$ cat src/sv/bbpe_pkg.sv
`timescale 1ns / 1ps
// ----------------------------------------------------------------------------
// bbpe_pkg: shared types, constants and helpers
// Fixed-point formats and the narrow division step used by the bicubic
// Bezier patch evaluator.
// ----------------------------------------------------------------------------
package bbpe_pkg;

  // Parameter in Q1.15; one is 2^15.
  typedef logic [15:0] frac_t;
  // Bernstein weight in Q.20, never above 2^20.
  typedef logic [20:0] weight_t;
  // Division count and partial remainder.
  typedef logic [7:0]  div_t;

  localparam logic [15:0] FRAC_ONE     = 16'h8000;
  localparam int          WEIGHT_SHIFT = 25;   // Q.45 down to Q.20
  localparam int          ROW_SHIFT    = 12;   // keep 8 guard bits
  localparam int          OUT_SHIFT    = 28;   // weight bits plus guard bits
  localparam logic [7:0]  DIV_RESET    = 8'd7;

  // Configuration register indexes.
  localparam logic [0:0]  REG_DIVISION_COUNT = 1'b0;

  // Request kinds.
  localparam logic        REQ_WRITE = 1'b0;
  localparam logic        REQ_EVAL  = 1'b1;

  // Eight steps of restoring division: returns {remainder, quotient bits}.
  function automatic logic [15:0] div_step8(input div_t rem, input logic [7:0] bits,
                                            input div_t den);
    logic [8:0] t;
    div_t       r;
    logic [7:0] q;
    r = rem;
    q = '0;
    for (int i = 7; i >= 0; i--) begin
      t = {r, bits[i]};
      if (t >= {1'b0, den}) begin
        t    = t - {1'b0, den};
        q[i] = 1'b1;
      end
      r = t[7:0];
    end
    return {r, q};
  endfunction

endpackage

$ cat src/sv/bbpe_frac_div.sv
`timescale 1ns / 1ps
// ----------------------------------------------------------------------------
// bbpe_frac_div: three-stage pipelined fraction divider
// Divides a 24-bit numerator by an 8-bit divisor, eight quotient bits per
// stage, and returns the low 16 quotient bits.
// ----------------------------------------------------------------------------
module bbpe_frac_div (
  input  logic             clk,
  input  logic             en,
  input  logic [23:0]      num,
  input  bbpe_pkg::div_t   den,
  output bbpe_pkg::frac_t  quo
);
  import bbpe_pkg::*;

  logic [15:0] st1_res, st2_res, st3_res;
  div_t        rem1, rem2, den1, den2;
  logic [15:0] num1;
  logic [7:0]  num2, q2, q3;

  assign st1_res = div_step8('0, num[23:16], den);
  assign st2_res = div_step8(rem1, num1[15:8], den1);
  assign st3_res = div_step8(rem2, num2, den2);

  // The top eight quotient bits are always zero since the fraction is at most one.
  always_ff @(posedge clk) begin
    if (en) begin
      rem1 <= st1_res[15:8];
      num1 <= num[15:0];
      den1 <= den;
      rem2 <= st2_res[15:8];
      q2   <= st2_res[7:0];
      num2 <= num1[7:0];
      den2 <= den1;
      q3   <= st3_res[7:0];
    end
  end

  // Hold q2 in step with the third stage.
  logic [7:0] q2_d;
  always_ff @(posedge clk) begin
    if (en) begin
      q2_d <= q2;
    end
  end

  assign quo = {q2_d, q3};

endmodule

$ cat config.mk
export PLATFORM = sky130hd
export DESIGN_NAME = bbpe_frac_div
export DESIGN_NICKNAME = d
export VERILOG_FILES = /design/src/sv/bbpe_pkg.sv /design/src/sv/bbpe_frac_div.sv
export SDC_FILE = /design/constraint.sdc
export NUM_CORES = 1
export LEC_CHECK = 0
export ABC_AREA = 1
export ABC_CLOCK_PERIOD_IN_PS = 18200
export BUFFER_PORTS_ARGS = -buffer_cell sky130_fd_sc_hd__clkbuf_2
export CORE_MARGIN = 10
export CORE_UTILIZATION = 40
export CTS_BUF_LIST = sky130_fd_sc_hd__clkbuf_2
export DETAILED_ROUTE_END_ITERATION = 8
export GPL_TIMING_DRIVEN = 1
export PLACE_DENSITY_LB_ADDON = 0.12
export SYNTH_ARGS = -nofsm -noshare
export SYNTH_HDL_FRONTEND = slang
export SYNTH_SLANG_ARGS = --single-unit
export TNS_END_PERCENT = 100
$ cat constraint.sdc
create_clock -name clk -period 18.2 [get_ports clk]
set_input_delay 0.91 -clock clk [delete_from_list [all_inputs] [get_ports clk]]
set_output_delay 0.91 -clock clk [all_outputs]
set_load 0.01 [all_outputs]
After elaboration in Yosys (flattened, before gate mapping)
Cells that the tools add are included.
{"block": "word_totals", "ff_bits": 80}
{"block": "op_classes", "add_sub_neg": 23, "n_lt_le_gt_ge": 24, "n_mux": 39}
{"cell": "greater-or-equal comparator 9 x 8 -> 1 bit", "n": 23}
{"cell": "two-way mux 8 bit", "n": 23}
{"cell": "subtractor 8 bit", "n": 22}
{"cell": "two-way mux 1 bit", "n": 16}
{"cell": "greater-or-equal comparator 1 x 8 -> 1 bit", "n": 1}
{"cell": "subtractor 1 x 8 -> 8 bit", "n": 1}

Depth between registers and ports, before layout
{"block": "logic_depth", "ltp_word": 16, "mapped_depth": 109, "mapped_depth_nobuf": 105}

Worst setup path before layout
Ideal clock, no wire load.
{"block": "synth_timing", "kind": "register -> register", "from": "reg den1[1]", "to": "reg rem2[2], data pin", "setup_ps": 254, "arrival_time_ps": 13790, "required_ps": 17946, "path_slack_ps": 4157, "stages_incl_launch_ff": 106, "path_cell_list": "edfxtp_1 inv_1 ha_1 nand2_1 nor2_1 nand2_1 nand3_2 nand2_4 nand2_4 buf_4 o21ai_0 inv_1 ha_1 a21oi_1 o21ai_1 nand2_1 nand2_1 a21boi_2 [70 not listed] o21ai_2 ha_1 a21oi_1 nand2_1 a21oi_1 inv_1 a21oi_1 inv_1 nand2_1 inv_1 nor2_1 inv_1 a21oi_1 inv_1 a221oi_2 nand2_4 nand2_1 nand2_1"}
{"block": "synth_via", "elab_chain_cells": 16}
{"item": "start, declared", "line": "bbpe_frac_div.sv:17", "text": "div_t rem1, rem2, den1, den2;"}
{"item": "start signal, assigned", "line": "bbpe_frac_div.sv:30", "text": "den1 <= den;"}
{"item": "subtractor 8 bit or greater-or-equal comparator 9 x 8 -> 1 bit (tied branches)", "line": "bbpe_pkg.sv:40, bbpe_pkg.sv:39"}
{"item": "two-way mux 8 bit", "line": "bbpe_pkg.sv:39", "text": "if (t >= {1'b0, den}) begin"}
{"item": "subtractor 8 bit or greater-or-equal comparator 9 x 8 -> 1 bit (tied branches)", "line": "bbpe_pkg.sv:40, bbpe_pkg.sv:39"}
{"item": "two-way mux 8 bit", "line": "bbpe_pkg.sv:39"}
{"item": "subtractor 8 bit or greater-or-equal comparator 9 x 8 -> 1 bit (tied branches)", "line": "bbpe_pkg.sv:40, bbpe_pkg.sv:39"}
{"item": "two-way mux 8 bit", "line": "bbpe_pkg.sv:39"}
{"item": "subtractor 8 bit or greater-or-equal comparator 9 x 8 -> 1 bit (tied branches)", "line": "bbpe_pkg.sv:40, bbpe_pkg.sv:39"}
{"item": "two-way mux 8 bit", "line": "bbpe_pkg.sv:39"}
{"item": "subtractor 8 bit or greater-or-equal comparator 9 x 8 -> 1 bit (tied branches)", "line": "bbpe_pkg.sv:40, bbpe_pkg.sv:39"}
{"item": "two-way mux 8 bit", "line": "bbpe_pkg.sv:39"}
{"item": "subtractor 8 bit or greater-or-equal comparator 9 x 8 -> 1 bit (tied branches)", "line": "bbpe_pkg.sv:40, bbpe_pkg.sv:39"}
{"item": "two-way mux 8 bit", "line": "bbpe_pkg.sv:39"}
{"item": "subtractor 8 bit or greater-or-equal comparator 9 x 8 -> 1 bit (tied branches)", "line": "bbpe_pkg.sv:40, bbpe_pkg.sv:39"}
{"item": "two-way mux 8 bit", "line": "bbpe_pkg.sv:39"}
{"item": "greater-or-equal comparator 9 x 8 -> 1 bit or subtractor 8 bit (tied branches)", "line": "bbpe_pkg.sv:39, bbpe_pkg.sv:40"}
{"item": "two-way mux 8 bit (*)", "line": "bbpe_pkg.sv:39"}
{"item": "named net st2_res[10]", "line": "bbpe_frac_div.sv:16", "text": "logic [15:0] st1_res, st2_res, st3_res;"}
{"item": "end signal, assigned", "line": "bbpe_frac_div.sv:31", "text": "rem2 <= st2_res[15:8];"}
{"item": "end, declared", "line": "bbpe_frac_div.sv:17"}
Mark *: on every way through the listed nets, which the timed path passes. The rest lies on a longest branch.
A chain may end at the register's enable or synchronous reset.

Final worst setup path
{"block": "layout_timing", "from": "reg den1[3]", "to": "reg rem2[3], data pin"}
{"block": "layout_via", "elab_chain_cells": 16}
{"item": "subtractor 8 bit or greater-or-equal comparator 9 x 8 -> 1 bit (tied branches)", "line": "bbpe_pkg.sv:40, bbpe_pkg.sv:39"}
{"item": "two-way mux 8 bit", "line": "bbpe_pkg.sv:39"}
{"item": "subtractor 8 bit or greater-or-equal comparator 9 x 8 -> 1 bit (tied branches)", "line": "bbpe_pkg.sv:40, bbpe_pkg.sv:39"}
{"item": "two-way mux 8 bit", "line": "bbpe_pkg.sv:39"}
{"item": "subtractor 8 bit or greater-or-equal comparator 9 x 8 -> 1 bit (tied branches)", "line": "bbpe_pkg.sv:40, bbpe_pkg.sv:39"}
{"item": "two-way mux 8 bit", "line": "bbpe_pkg.sv:39"}
{"item": "subtractor 8 bit or greater-or-equal comparator 9 x 8 -> 1 bit (tied branches)", "line": "bbpe_pkg.sv:40, bbpe_pkg.sv:39"}
{"item": "two-way mux 8 bit", "line": "bbpe_pkg.sv:39"}
{"item": "subtractor 8 bit or greater-or-equal comparator 9 x 8 -> 1 bit (tied branches)", "line": "bbpe_pkg.sv:40, bbpe_pkg.sv:39"}
{"item": "two-way mux 8 bit", "line": "bbpe_pkg.sv:39"}
{"item": "greater-or-equal comparator 9 x 8 -> 1 bit or subtractor 8 bit (tied branches)", "line": "bbpe_pkg.sv:39, bbpe_pkg.sv:40"}
{"item": "two-way mux 8 bit", "line": "bbpe_pkg.sv:39"}
{"item": "subtractor 8 bit or greater-or-equal comparator 9 x 8 -> 1 bit (tied branches)", "line": "bbpe_pkg.sv:40, bbpe_pkg.sv:39"}
{"item": "two-way mux 8 bit", "line": "bbpe_pkg.sv:39"}
{"item": "subtractor 8 bit or greater-or-equal comparator 9 x 8 -> 1 bit (tied branches)", "line": "bbpe_pkg.sv:40, bbpe_pkg.sv:39"}
{"item": "two-way mux 8 bit (*)", "line": "bbpe_pkg.sv:39"}
{"item": "named net st2_res[11]", "line": "bbpe_frac_div.sv:16"}
Marked as above.

==> impl_metrics.json <==
{
  "status": "finished, final reports clean",
  "hp-class": "register to register",
  "num_rows": 64,
  "ant_nets": 0,
  "ys_seq_elements": 80,
  "overflow": 0,
  "worstMarginPinSlew_ps": 1110,
  "area_delta_synth_final_pct": 5.98,
  "clk_latency_ps": 640,
  "ys.flop_type": "edfxtp_1",
  "synth_area_mm2": 0.0125,
  "post_drt_wl_per_cell_um": 14.6,
  "core-area_mm2": 0.0307,
  "dieArea_mm2": 0.0388,
  "drive_above_1_share_pct": 9.55,
  "first_iter_violations": 584,
  "final_cell_mix": "400 x nand2_1, 296 x inv_1, 186 x ha_1",
  "yosysSeqAreaShare_pct": 19.2,
  "firstDrtPassIters": 5,
  "io_pins": 50,
  "track_usage_pct": 16.7,
  "vias": 10900,
  "grt_pass1_wl_um": 53100,
  "clock-root-buffer": "clkbuf_2",
  "slew_violations": 0,
  "grt_max_degree": 81,
  "finalSetupTns_ps": 0,
  "synth-warning-count": 0,
  "cts_tree": "yes",
  "cts_max_level": 3,
  "final_common_cell": "nand2_1",
  "vias_per_cell": 5.01,
  "arrival_ps": 16470,
  "setup_viol": 0,
  "antenna_found_initial": 1,
  "crit_top_cell": "nand2_1",
  "worstSetupPathType": "register to register",
  "clk_path_buf_depth": 2,
  "crit_path_start_kind": "register",
  "fin_nets": 2028,
  "synth_area_per_cell_um2": 7.21,
  "cp.required_ps": 18570,
  "ys_async_sr_fraction_pct": 0,
  "io_buffers": 49,
  "globalplace.congestion": 0.888,
  "start_util_pct": 40.7,
  "clock_sinks": 80,
  "syn_nets": 1979,
  "cp_slowest_cell": "a221oi_4",
  "cp_slowest_stage_delay_ps": 480,
  "drt_wl_total_um": 32000,
  "end_kind": "register",
  "grt_pass1_vias": 10700,
  "yosysUniqueCellTypes": 49,
  "dpl.hpwl_um": 25300,
  "numCtsBuffers": 9,
  "postCtsHoldBufs": 0,
  "path_max_fanout": 17,
  "max_freq_ghz": 0.0621,
  "period_needed_ps": 16100,
  "relSlewSlack_pct": 26.0,
  "skew_ps": 87.3,
  "maxCapViolations": 0,
  "syn_inst": 1737,
  "route.detailed.drc": 0,
  "rsz0062_at_grt": "no",
  "die_x_um": 197,
  "synth_edf_count": 80,
  "post-route-period-util_pct": 88.5,
  "hold_viol": 0,
  "path_clk_slew_ps": 320,
  "die_h_um": 197
}
## per-stage QoR
stage          cell area (um2)  utilization [%]  std cells  hold slack [ps]  worst slack [ps]
2_1_floorplan            12500                -       1737              400              4160
3_3_place_gp             13200             42.8       2170              401              1820
3_5_place_dp             13200             42.8       2170              405              1820
4_1_cts                  13300             43.1       2185              358              1780
5_1_grt                  13300             43.2       2187              340               127
6_report                 13300             43.2       2187              371              2100
## metal layers
layer	global-route usage [%]	vias up	wire [um]
met5	0	-	0
met4	3.53	0	459
met3	1.96	29	980
met2	29.2	158	15100
met1	21.6	4925	15500
li1	-	5837	-
## logic make-up (layout without fill, tap and decap cells)
| logic type | count (synthesis) | count (layout) | synth area share [%] |
|---|---|---|---|
| AND/OR/NAND/NOR | 709 | 709 | 26.7 |
| buffers and inverters | 322 | 375 | 10.2 |
| AO/OA/AOI/OAI | 305 | 305 | 13.9 |
| adder cells (fa/ha/maj) | 208 | 208 | 22.1 |
| XOR/XNOR | 113 | 113 | 7.90 |
| flip-flops | 80 | 80 | 19.2 |
| other | 0 | 1 | 0 |
## worst paths after layout
| path | from | end | slack, ps | cells past startpoint |
|---|---|---|---|---|
| setup / recovery | den1[3]$_DFFE_PP_ | rem2[3]$_DFFE_PP_ | 2100 | 97 |
| hold / removal | num1[7]$_DFFE_PP_ | num2[7]$_DFFE_PP_ | 370 | 0 |
| setup reg to reg | den1[3]$_DFFE_PP_ | rem2[3]$_DFFE_PP_ | 2100 | 97 |
| hold reg to reg | num1[7]$_DFFE_PP_ | num2[7]$_DFFE_PP_ | 370 | 0 |
## timing repair
item / in CTS / in global routing
setup endpoints to repair: 0 / 9
buffers inserted: 0 / 1
endpoints found under the hold margin: 0 / 0
resized for setup: 0 / 1
## worst max-delay path: cells and delay by family (launching register included)
family | cells | cell delay (ps)
fa+ha+maj | 8 | 2770
flops | 1 | 460
simple gates | 36 | 4180
buf+inv | 17 | 1600
compound gates | 36 | 6830
## sequential cells by signal (all words and copies together), names as in the netlist
name	cells
rem1	8
den2	8
rem2	8
num2	8
q3	8
q2_d	8
q2	8
den1	8
num1	16
## Yosys cell counts (14+ instances only)
cell      count  area, um2
nand2_1     400       1500
inv_1       296       1110
ha_1        186       2330
a21oi_1     119        596
nor2_1       91        342
nand3_1      81        405
edfxtp_1     80       2400
o21ai_0      79        395
xor2_1       77        674
o21ai_1      38        190
xnor2_1      36        315
nand4_1      24        150
fa_1         22        440
nand2_2      22        138
inv_2        14       52.6
## layout make-up
class                           count  area, um2
Antenna cell                        1       2.50
Clock inverter                      4       46.3
Fill cell                        3177      17500
Sequential cell                    80       2400
Timing Repair Buffer               50        255
Multi-Input combinational cell   1335       8860
Tap cell                          396        495
Inverter                          310       1160
Clock buffer                       11       55.1
Power is left out: the tool's default activity adds up to more than one toggle a clock period on the data nets, which glitch-free logic cannot reach.
